==> config.mk <==
export PLATFORM = sky130hd
export DESIGN_NAME = dqvr_cell
export DESIGN_NICKNAME = d
export VERILOG_FILES = /design/src/rtl/dqvr_pkg.sv /design/src/rtl/dqvr_cell.sv
export SDC_FILE = /design/constraint.sdc
export NUM_CORES = 1
export LEC_CHECK = 0
export ABC_AREA = 1
export BUFFER_PORTS_ARGS = -buffer_cell sky130_fd_sc_hd__buf_2
export CAP_MARGIN = 20
export CORE_MARGIN = 1
export CORE_UTILIZATION = 35
export DETAILED_ROUTE_END_ITERATION = 10
export PLACE_DENSITY = 0.67
export SYNTH_ARGS = -nofsm -noshare
export SYNTH_HDL_FRONTEND = slang
export SYNTH_SLANG_ARGS = --single-unit
==> constraint.sdc <==
create_clock -name clock -period 2.7 [get_ports clock]
set_input_delay 0 -clock clock [delete_from_list [all_inputs] [get_ports clock]]
set_output_delay 0 -clock clock [all_outputs]
set_load 0.01 [all_outputs]
==> src/rtl/dqvr_pkg.sv <==
// Package for the deque with value removal: widths, command codes and the cell control struct.
package dqvr_pkg;

   localparam int VALUE_W          = 32;
   localparam int CMD_W            = 3;
   localparam int COUNT_OUT_W      = 7;
   localparam int CAPACITY_DEFAULT = 64;

   // request command codes
   localparam logic [CMD_W-1:0] CMD_PUSH_FRONT   = 3'd0;
   localparam logic [CMD_W-1:0] CMD_PUSH_BACK    = 3'd1;
   localparam logic [CMD_W-1:0] CMD_POP_FRONT    = 3'd2;
   localparam logic [CMD_W-1:0] CMD_POP_BACK     = 3'd3;
   localparam logic [CMD_W-1:0] CMD_REMOVE_FIRST = 3'd4;

   // control broadcast from the sequencer to every cell of the row
   typedef struct packed {
      logic               compare;  // capture match and back-end tap
      logic               commit;   // apply a successful command
      logic [CMD_W-1:0]   cmd;
      logic [VALUE_W-1:0] val;
   } cell_ctrl_type;

endpackage

==> src/rtl/dqvr_cell.sv <==
// One slot of the deque: holds a value, shifts with its neighbors and flags a match.
module dqvr_cell #(
   parameter int INDEX   = 0,
   parameter int COUNT_W = 7
) (
   input  logic                           clock,
   input  dqvr_pkg::cell_ctrl_type        ctrl,
   input  logic [COUNT_W-1:0]             count,
   input  logic [dqvr_pkg::VALUE_W-1:0]   left_data,
   input  logic [dqvr_pkg::VALUE_W-1:0]   right_data,
   input  logic                           sweep,
   output logic [dqvr_pkg::VALUE_W-1:0]   data,
   output logic                           hit,
   output logic [dqvr_pkg::VALUE_W-1:0]   tap
);
   import dqvr_pkg::*;

   logic [VALUE_W-1:0] data_ff, data_in;
   logic               hit_ff;
   logic [VALUE_W-1:0] tap_ff;
   logic               occupied;
   logic               is_last;
   logic               at_count;

   assign occupied = COUNT_W'(INDEX) < count;
   assign is_last  = count == COUNT_W'(INDEX + 1);
   assign at_count = count == COUNT_W'(INDEX);

   // pick the next value of the slot for a committed command
   always_comb begin
      data_in = data_ff;
      if (ctrl.commit) begin
         case (ctrl.cmd)
            CMD_PUSH_FRONT:   data_in = left_data;
            CMD_PUSH_BACK:    if (at_count) data_in = ctrl.val;
            CMD_POP_FRONT:    data_in = right_data;
            CMD_REMOVE_FIRST: if (sweep) data_in = right_data;
            default:          data_in = data_ff;
         endcase
      end
   end

   always_ff @(posedge clock) begin
      data_ff <= data_in;
   end

   // capture the match flag and the back-end value during the compare cycle
   always_ff @(posedge clock) begin
      if (ctrl.compare) begin
         hit_ff <= occupied && (data_ff == ctrl.val);
         tap_ff <= is_last ? data_ff : '0;
      end
   end

   assign data = data_ff;
   assign hit  = hit_ff;
   assign tap  = tap_ff;

endmodule

==> results by group, run 1 <==
Placed design
  – Port Buffer Count: approximately 170
  – Detailed Place HPWL: between 6 and 7 mm
  – RePlAce Congestion: between 0.7 and 0.8

Timing
  – Final Hold Viols: 0
  – Worst-Margin Slew: just over 0.8 ns
  – Setup TNS after final layout: 0 ns
  – Period minus WS final: 1.667 ns
  – Tcrit/Tclk final: around three fifths
  – Max-slew violation count: 0
  – Slew HR: between 40% and 50%
  – Unrepaired setup endpoints after global routing: false
  – Achievable Freq: 600.0 MHz
  – Worst Skew: roughly 0.0084 ns
  – Setup violations, final: 0

Floorplanning
  – Initial core utilization: approximately 37%
  – FP Rows: 35
  – Die Width: about 100 µm
  – Core ar.: approximately 0.0094 mm²
  – Die Height: just over 100 µm
  – IO Pins: around 180
  – Die area: around 0.010 mm²

Clocking
  – CTS Root Buffer Type: clkbuf_8
  – Cts-stage hold buffer count: 64
  – H-tree levels: 3
  – TritonCTS Sinks: 65
  – Cts repair resizes: 0
  – Clk_lat worst skew: approximately 0.34 ns
  – Postcts setup bufs: 0
  – Clk buf depth: 2
  – TritonCTS Buffers: 9
  – TritonCTS clock tree: yes
  – CTS clk-pin slew, worst paths: 0.07 ns

Logic synthesis
  – Syn nets: ~500
  – Synth warn: 0
  – Cell count after synthesis: ~380
  – Sequential share of the synthesized area: between 50% and 60%
  – Post-Syn Area: 0.003458 mm²
  – Syn avg cell area: 9.053 µm²
  – Synth unique cells: 24
  – Yosys top cell area share: between 50% and 60%
  – #FFs+latches synth: 65
  – Synth area leaders: edfxtp_1, nand2_1, a22oi_1
  – Area leader, netlist: edfxtp_1

Power and ir drop
  – Maximum vdd drop: between 0.2 and 0.25 mV
  – Psw: 0.6890 mW
  – P_int: roughly 1.9 mW
  – Lkg Pwr: approximately 2.7 nW
  – Sw frac: around 27%
  – Power Dens Cells: ~490 mW/mm²
  – Combinational share of power: a little over a fifth
  – Clock share of power: a little over 30%
  – Sequential share of power: between 40% and 50%

GRT
  – Vias in the first global route: roughly 3,300
  – GRT Resource Usage Total: around a fifth
  – Initial antenna violation count: 0
  – Global-route wire length before repair: 15.56 mm
  – Largest net degree at the start of global routing: 35
  – GRT overflow: 0

Finish
  – Most frequent cells in the layout: buf_2, nand2_1, edfxtp_1, dlygate4sd3_1, inv_1
  – Utilization after layout: 55.79%
  – Layout cells sized above 1: about a third
  – # diodes: 0
  – Fin nets: roughly 730
  – P&R area growth vs syn: 51.88%
  – Most common cell after layout, fill and taps aside: buf_2

Worst setup path
  – Reg2reg path depth: 7
  – FF-to-FF Start: data[9]
  – CP startpoint kind: input port
  – CP startpoint: ctrl[34]
  – Crit. End Element: flop
  – Critical path required time: 2.78 ns
  – Worst Path Max Fanout: 34
  – Slack of the worst reg-to-reg path: 1.37 ns
  – FF-to-FF End: hit
  – Worst EP arrival: around 1.7 ns
  – Critical Setup Path Class: in -> reg

Detailed routing
  – Number of nets still failing antenna checks after routing: 0
  – DRT Pass-1 Iters: 4
  – Initial DRC Count: between 100 and 150
  – Vias after detailed routing: 3,395
  – Post-route DRC: 0
  – DR vias/cell: around 4.5
  – Final wirelength: approximately 10 mm
  – Per-cell routed wire length: around 13 µm

Hold path
  – WHS Path Cells: 6
  – Hold WC Path Type: in -> reg
  – Worst Hold End: hit
  – Worst Min Path Start: ctrl[11]

Job
  – MaxCap Viol Count: 0

Outcome
  – Status: complete, no violations
-- final cells by class --
cell class	count	area (µm²)
sequential	65	1952
clock buffer	9	123.9
tap	129	161.4
inverter	58	217.7
fill	906	4163
clock inverter	7	61.31
timing repair buffer	241	1546
multi-input combinational	247	1190
-- Yosys cell counts (all sizes together) --
| master | count |
|---|---|
| nor2 | 54 |
| nand4 | 2 |
| xor2 | 4 |
| nor3 | 2 |
| buf | 12 |
| a21oi | 1 |
| a22oi | 32 |
| nand2 | 141 |
| xnor2 | 6 |
| inv | 58 |
| edfxtp | 65 |
| o211ai | 1 |
| o21ai | 1 |
| nand3 | 3 |
-- worst max path at each step --
stage                    end  slack, ns  cells after the start
floorplan            data[0]       0.20                      7
finish               data[8]       1.03                      9
detailed placement  data[12]       1.00                      9
global placement    data[30]       1.03                      7
global route         data[8]       0.90                      8
CTS                 data[17]       1.06                      8
-- per-layer routing --
metal  vias up  wire [µm]  track usage (%)
met3        18        514            3.589
li1       1704          -                -
met1      1545       4152            24.17
met2       128       5186            36.21
met5         -          0                0
met4         0        172            6.689
-- metrics by stage --
stage	hold WS (ns)	instances	setup WS (ns)	area (µm²)	total power [mW]
2_1_floorplan	0.1125	382	0.1974	3458	1.471
3_3_place_gp	0.2733	676	1.033	4427	1.670
3_5_place_dp	0.2771	676	1.001	4427	1.680
4_1_cts	0.2224	756	1.063	5253	2.575
5_1_grt	0.2642	756	0.9040	5253	2.691
6_report	0.2270	756	1.033	5253	2.561
-- critical path: stages --
cell and delay, ns:
buf_2 0.12, nor2_1 0.11, nand2_1 0.07, inv_2 0.05, buf_4 0.39, nor2_8 0.22
nand2_1 0.11, nand2_1 0.07, dlygate4sd3_1 0.58
-- sequential cells by signal, indices dropped and copies added, names as in the netlist --
signal	count
tap	32
data	32
hit	1
-- cell families after synthesis --
kind of cell,share of synthesized area [%]
flip-flops,56.44
XOR/XNOR,2.532
buffers and inverters,9.479
AND/OR/NAND/NOR,24.10
AO/OA/AOI/OAI,7.453
-- power groups by stage --
stage	Combinational, mW	Sequential (mW)	Clock [mW]
detailed placement	0.435	1.24	0
CTS	0.545	1.22	0.807
floorplan	0.201	1.27	0
finish	0.544	1.22	0.794
global placement	0.427	1.24	0
global route	0.604	1.23	0.856
No activity file was read; power rests on OpenSTA's default activity.
==> run 2, diff against run 1 <==
ABC_AREA = 0   (was 1)
PLACE_DENSITY = 0.66   (was 0.67)
clock period = 1.7 ns   (was 2.7 ns; I/O delays follow)
==> run 2 against run 1 <==
Via count decreased by 12%. Clock skew down 0.00072 ns. Total power rose by 54%. Count of clock-buffer cells in the layout increased by 2. Critical path type unchanged. Critical endpoint is now data[2]. Sequential share of layout area rose by 1.0 points. Register-to-register slack lost 1.2 ns.
==> results by group, run 2 <==
Outcome
  – Status: complete, no violations (unchanged)

Timing
  – Final WS setup: 0.07963 ns (was 1.033 ns)
  – Setup violations, final: 0 (unchanged)
  – Setup TNS after final layout: 0 ns (unchanged)
  – Period minus WS final: around 1.6 ns
  – Achievable Freq: between 600 and 700 MHz
  – Unrepaired setup endpoints after global routing: true (was false)
  – Worst Skew: 0.007653 ns (was 0.008371 ns)
  – Tcrit/Tclk final: ~95%
  – Worst-Margin Slew: 0.7750 ns (was 0.8291 ns)
  – Max-slew violation count: 0 (unchanged)
  – Slew HR: 48.21% (was 44.73%)
  – Final Hold Viols: 0 (unchanged)

Finish
  – # diodes: 0 (unchanged)
  – Non-Filler Instances: 619 (was 756)
  – P&R area growth vs syn: 62.06% (was 51.88%)
  – Most common cell after layout, fill and taps aside: buf_2 (unchanged)
  – Utilization after layout: 58.59% (was 55.79%)
  – Fin nets: 616 (was 732)
  – Most frequent cells in the layout: buf_2, edfxtp_1, nand2_1, dlygate4sd3_1 (was buf_2, nand2_1, edfxtp_1, dlygate4sd3_1, inv_1)
  – Layout cells sized above 1: 44.42% (was 33.49%)

Logic synthesis
  – Post-synth top cells: edfxtp_1, nand2_1, a22oi_1, xor2_1, and2_2 (was nand2_1, edfxtp_1, inv_1, nor2_1, a22oi_1)
  – Post-Syn Area: 0.003153 mm² (was 0.003458 mm²)
  – Syn nets: 370 (was 492)
  – Sequential share of the synthesized area: 61.90% (was 56.44%)
  – Area leader, netlist: edfxtp_1 (unchanged)
  – Cell count after synthesis: 260 (was 382)
  – EDFF count, synth: 65 (unchanged)
  – Syn avg cell area: 12.13 µm² (was 9.053 µm²)
  – Async SR Flop Fraction: 0% (unchanged)
  – Yosys top cell area share: 61.90% (was 56.44%)
  – Post-synth top flop: edfxtp_1 (unchanged)
  – Synth unique cells: 20 (was 24)
  – Synth warn: 0 (unchanged)
  – #FFs+latches synth: 65 (unchanged)
  – Most frequent cell after synthesis: edfxtp_1 (was nand2_1)
  – Synth area leaders: edfxtp_1, xor2_1, a22oi_1 (was edfxtp_1, nand2_1, a22oi_1)

Floorplanning
  – IO Pins: 175 (unchanged)
  – FP Rows: 34 (was 35)
  – Die Width: 96.92 µm (was 101.4 µm)
  – Die Height: 96.92 µm (was 101.4 µm)
  – Initial core utilization: 36.15% (was 36.73%)
  – Core ar.: 0.008721 mm² (was 0.009415 mm²)
  – Die area: 0.009393 mm² (was 0.01028 mm²)

GRT
  – Global-route wire length before repair: 15.15 mm (was 15.56 mm)
  – GRT Resource Usage Total: 20.95% (was 20.08%)
  – GRT overflow: 0 (unchanged)
  – Largest net degree at the start of global routing: 33 (was 35)
  – Vias in the first global route: 3,070 (was 3,329)
  – Initial antenna violation count: 0 (unchanged)

Detailed routing
  – Initial DRC Count: 85 (was 134)
  – Number of nets still failing antenna checks after routing: 0 (unchanged)
  – Per-cell routed wire length: 15.59 µm (was 13.26 µm)
  – Vias after detailed routing: 2,988 (was 3,395)
  – Final wirelength: 9.648 mm (was 10.03 mm)
  – DRT Pass-1 Iters: 4 (unchanged)
  – DR vias/cell: 4.827 (was 4.491)
  – Post-route DRC: 0 (unchanged)

Power and ir drop
  – Maximum vdd drop: 0.4247 mV (was 0.2204 mV)
  – Lkg Pwr: 2.340 nW (was 2.718 nW)
  – Power Dens Cells: 771.3 mW/mm² (was 487.6 mW/mm²)
  – Power Total: 3.941 mW (was 2.561 mW)

Clocking
  – H-tree levels: 3 (unchanged)
  – TritonCTS Buffers: 9 (unchanged)
  – CTS Root Buffer Type: clkbuf_8 (unchanged)
  – Clk_lat worst skew: 0.34 ns (about the same)
  – Postcts setup bufs: 0 (unchanged)
  – TritonCTS Sinks: 65 (unchanged)
  – Clk buf depth: 2 (unchanged)
  – TritonCTS clock tree: yes (unchanged)
  – CTS clk-pin slew, worst paths: 0.07 ns (about the same)

Worst setup path
  – Critical path required time: 1.90 ns (was 2.78 ns)
  – Crit. End Element: flop (unchanged)
  – Reg2reg path depth: 5 (was 7)
  – Worst Path Max Fanout: 32 (was 34)
  – Critical Setup Path Class: in -> reg (unchanged)
  – Slack of the worst reg-to-reg path: 0.16 ns (was 1.37 ns)
  – CP startpoint kind: input port (unchanged)
  – Worst EP arrival: 1.82 ns (was 1.74 ns)

Placed design
  – Port Buffer Count: 174 (unchanged)
  – Detailed Place HPWL: 6.540 mm (was 6.969 mm)
  – Placed Cells: 539 (was 676)
  – RePlAce Congestion: 0.7817 (was 0.7135)
  – Place WS: 0.03138 ns (was 1.001 ns)

Job
  – MaxCap Viol Count: 0 (unchanged)

Hold path
  – Hold WC Path Type: in -> reg (unchanged)
  – WHS Path Cells: 1 (was 6)
[run 2: cell count changes after synthesis, sizes merged, moves of 5 or more]
cell / previous run / this run
nor4: 0 / 9
buf: 12 / 0
inv: 58 / 0
nor2: 54 / 2
xnor2: 6 / 1
nand2: 141 / 64
clkbuf: 0 / 12
xor2: 4 / 32
and2: 0 / 32
[run 2: cell families (layout without fill, tap and decap cells)]
group           Yosys count  count (layout)  synth area share (%)
compound gates           35              35                 8.254
xor+xnor                 33              33                 9.167
buf+inv                  12             263                 1.547
flops                    65              65                 61.90
simple gates            115             115                 19.13
[run 2: repair_timing]
item,CTS,global route
resized for setup,0,4
endpoints found under the hold margin,32,0
hold buffers,64,0
endpoints found under the setup margin,0,5
[run 2: stage by stage]
stage | hold slack, ns | cell area [µm²]
final | 0.1399 | 5110
after global routing | 0.1413 | 5110
after CTS | 0.1329 | 5085
after detailed placement | 0.2682 | 4267
after global placement | 0.2696 | 4267
after floorplan | 0.1125 | 3179
[run 2: layout make-up]
cell class | count | area [µm²]
timing repair buffer | 247 | 1629
clock inverter | 5 | 46.29
clock buffer | 11 | 131.4
fill | 747 | 3611
multi-input combinational | 183 | 1216
sequential | 65 | 1952
tap | 108 | 135.1
[run 2: metal layers]
layer	global-route usage [%]	vias to the layer above	part of all wire, %
li1	-	1426	-
met1	24.12	1413	40
met5	0	-	0
met3	6.358	18	6.1
met2	36.73	131	52
met4	7.348	0	1.9
[run 2: critical path: stages]
cell and delay (ns):
buf_2 0.13, xnor2_1 0.17, nor2_4 0.61, a22oi_1 0.20, nand2_1 0.12, dlygate4sd3_1 0.58
[run 2: final timing paths]
check | from | end
worst max register to register | data[24] | hit
worst min register to register | data[5] | tap[5]
worst min-delay path | ctrl[36] | tap[29]
worst max-delay path | ctrl[34] | data[2]
[run 2: power breakdown]
| part | internal, mW | leakage (nW) | switching, mW |
|---|---|---|---|
| sequential | 1.86 | 0.644 | 0.0553 |
| clock | 0.662 | 0.0898 | 0.573 |
| combinational | 0.424 | 1.61 | 0.366 |
| total | 2.95 | 2.34 | 0.994 |
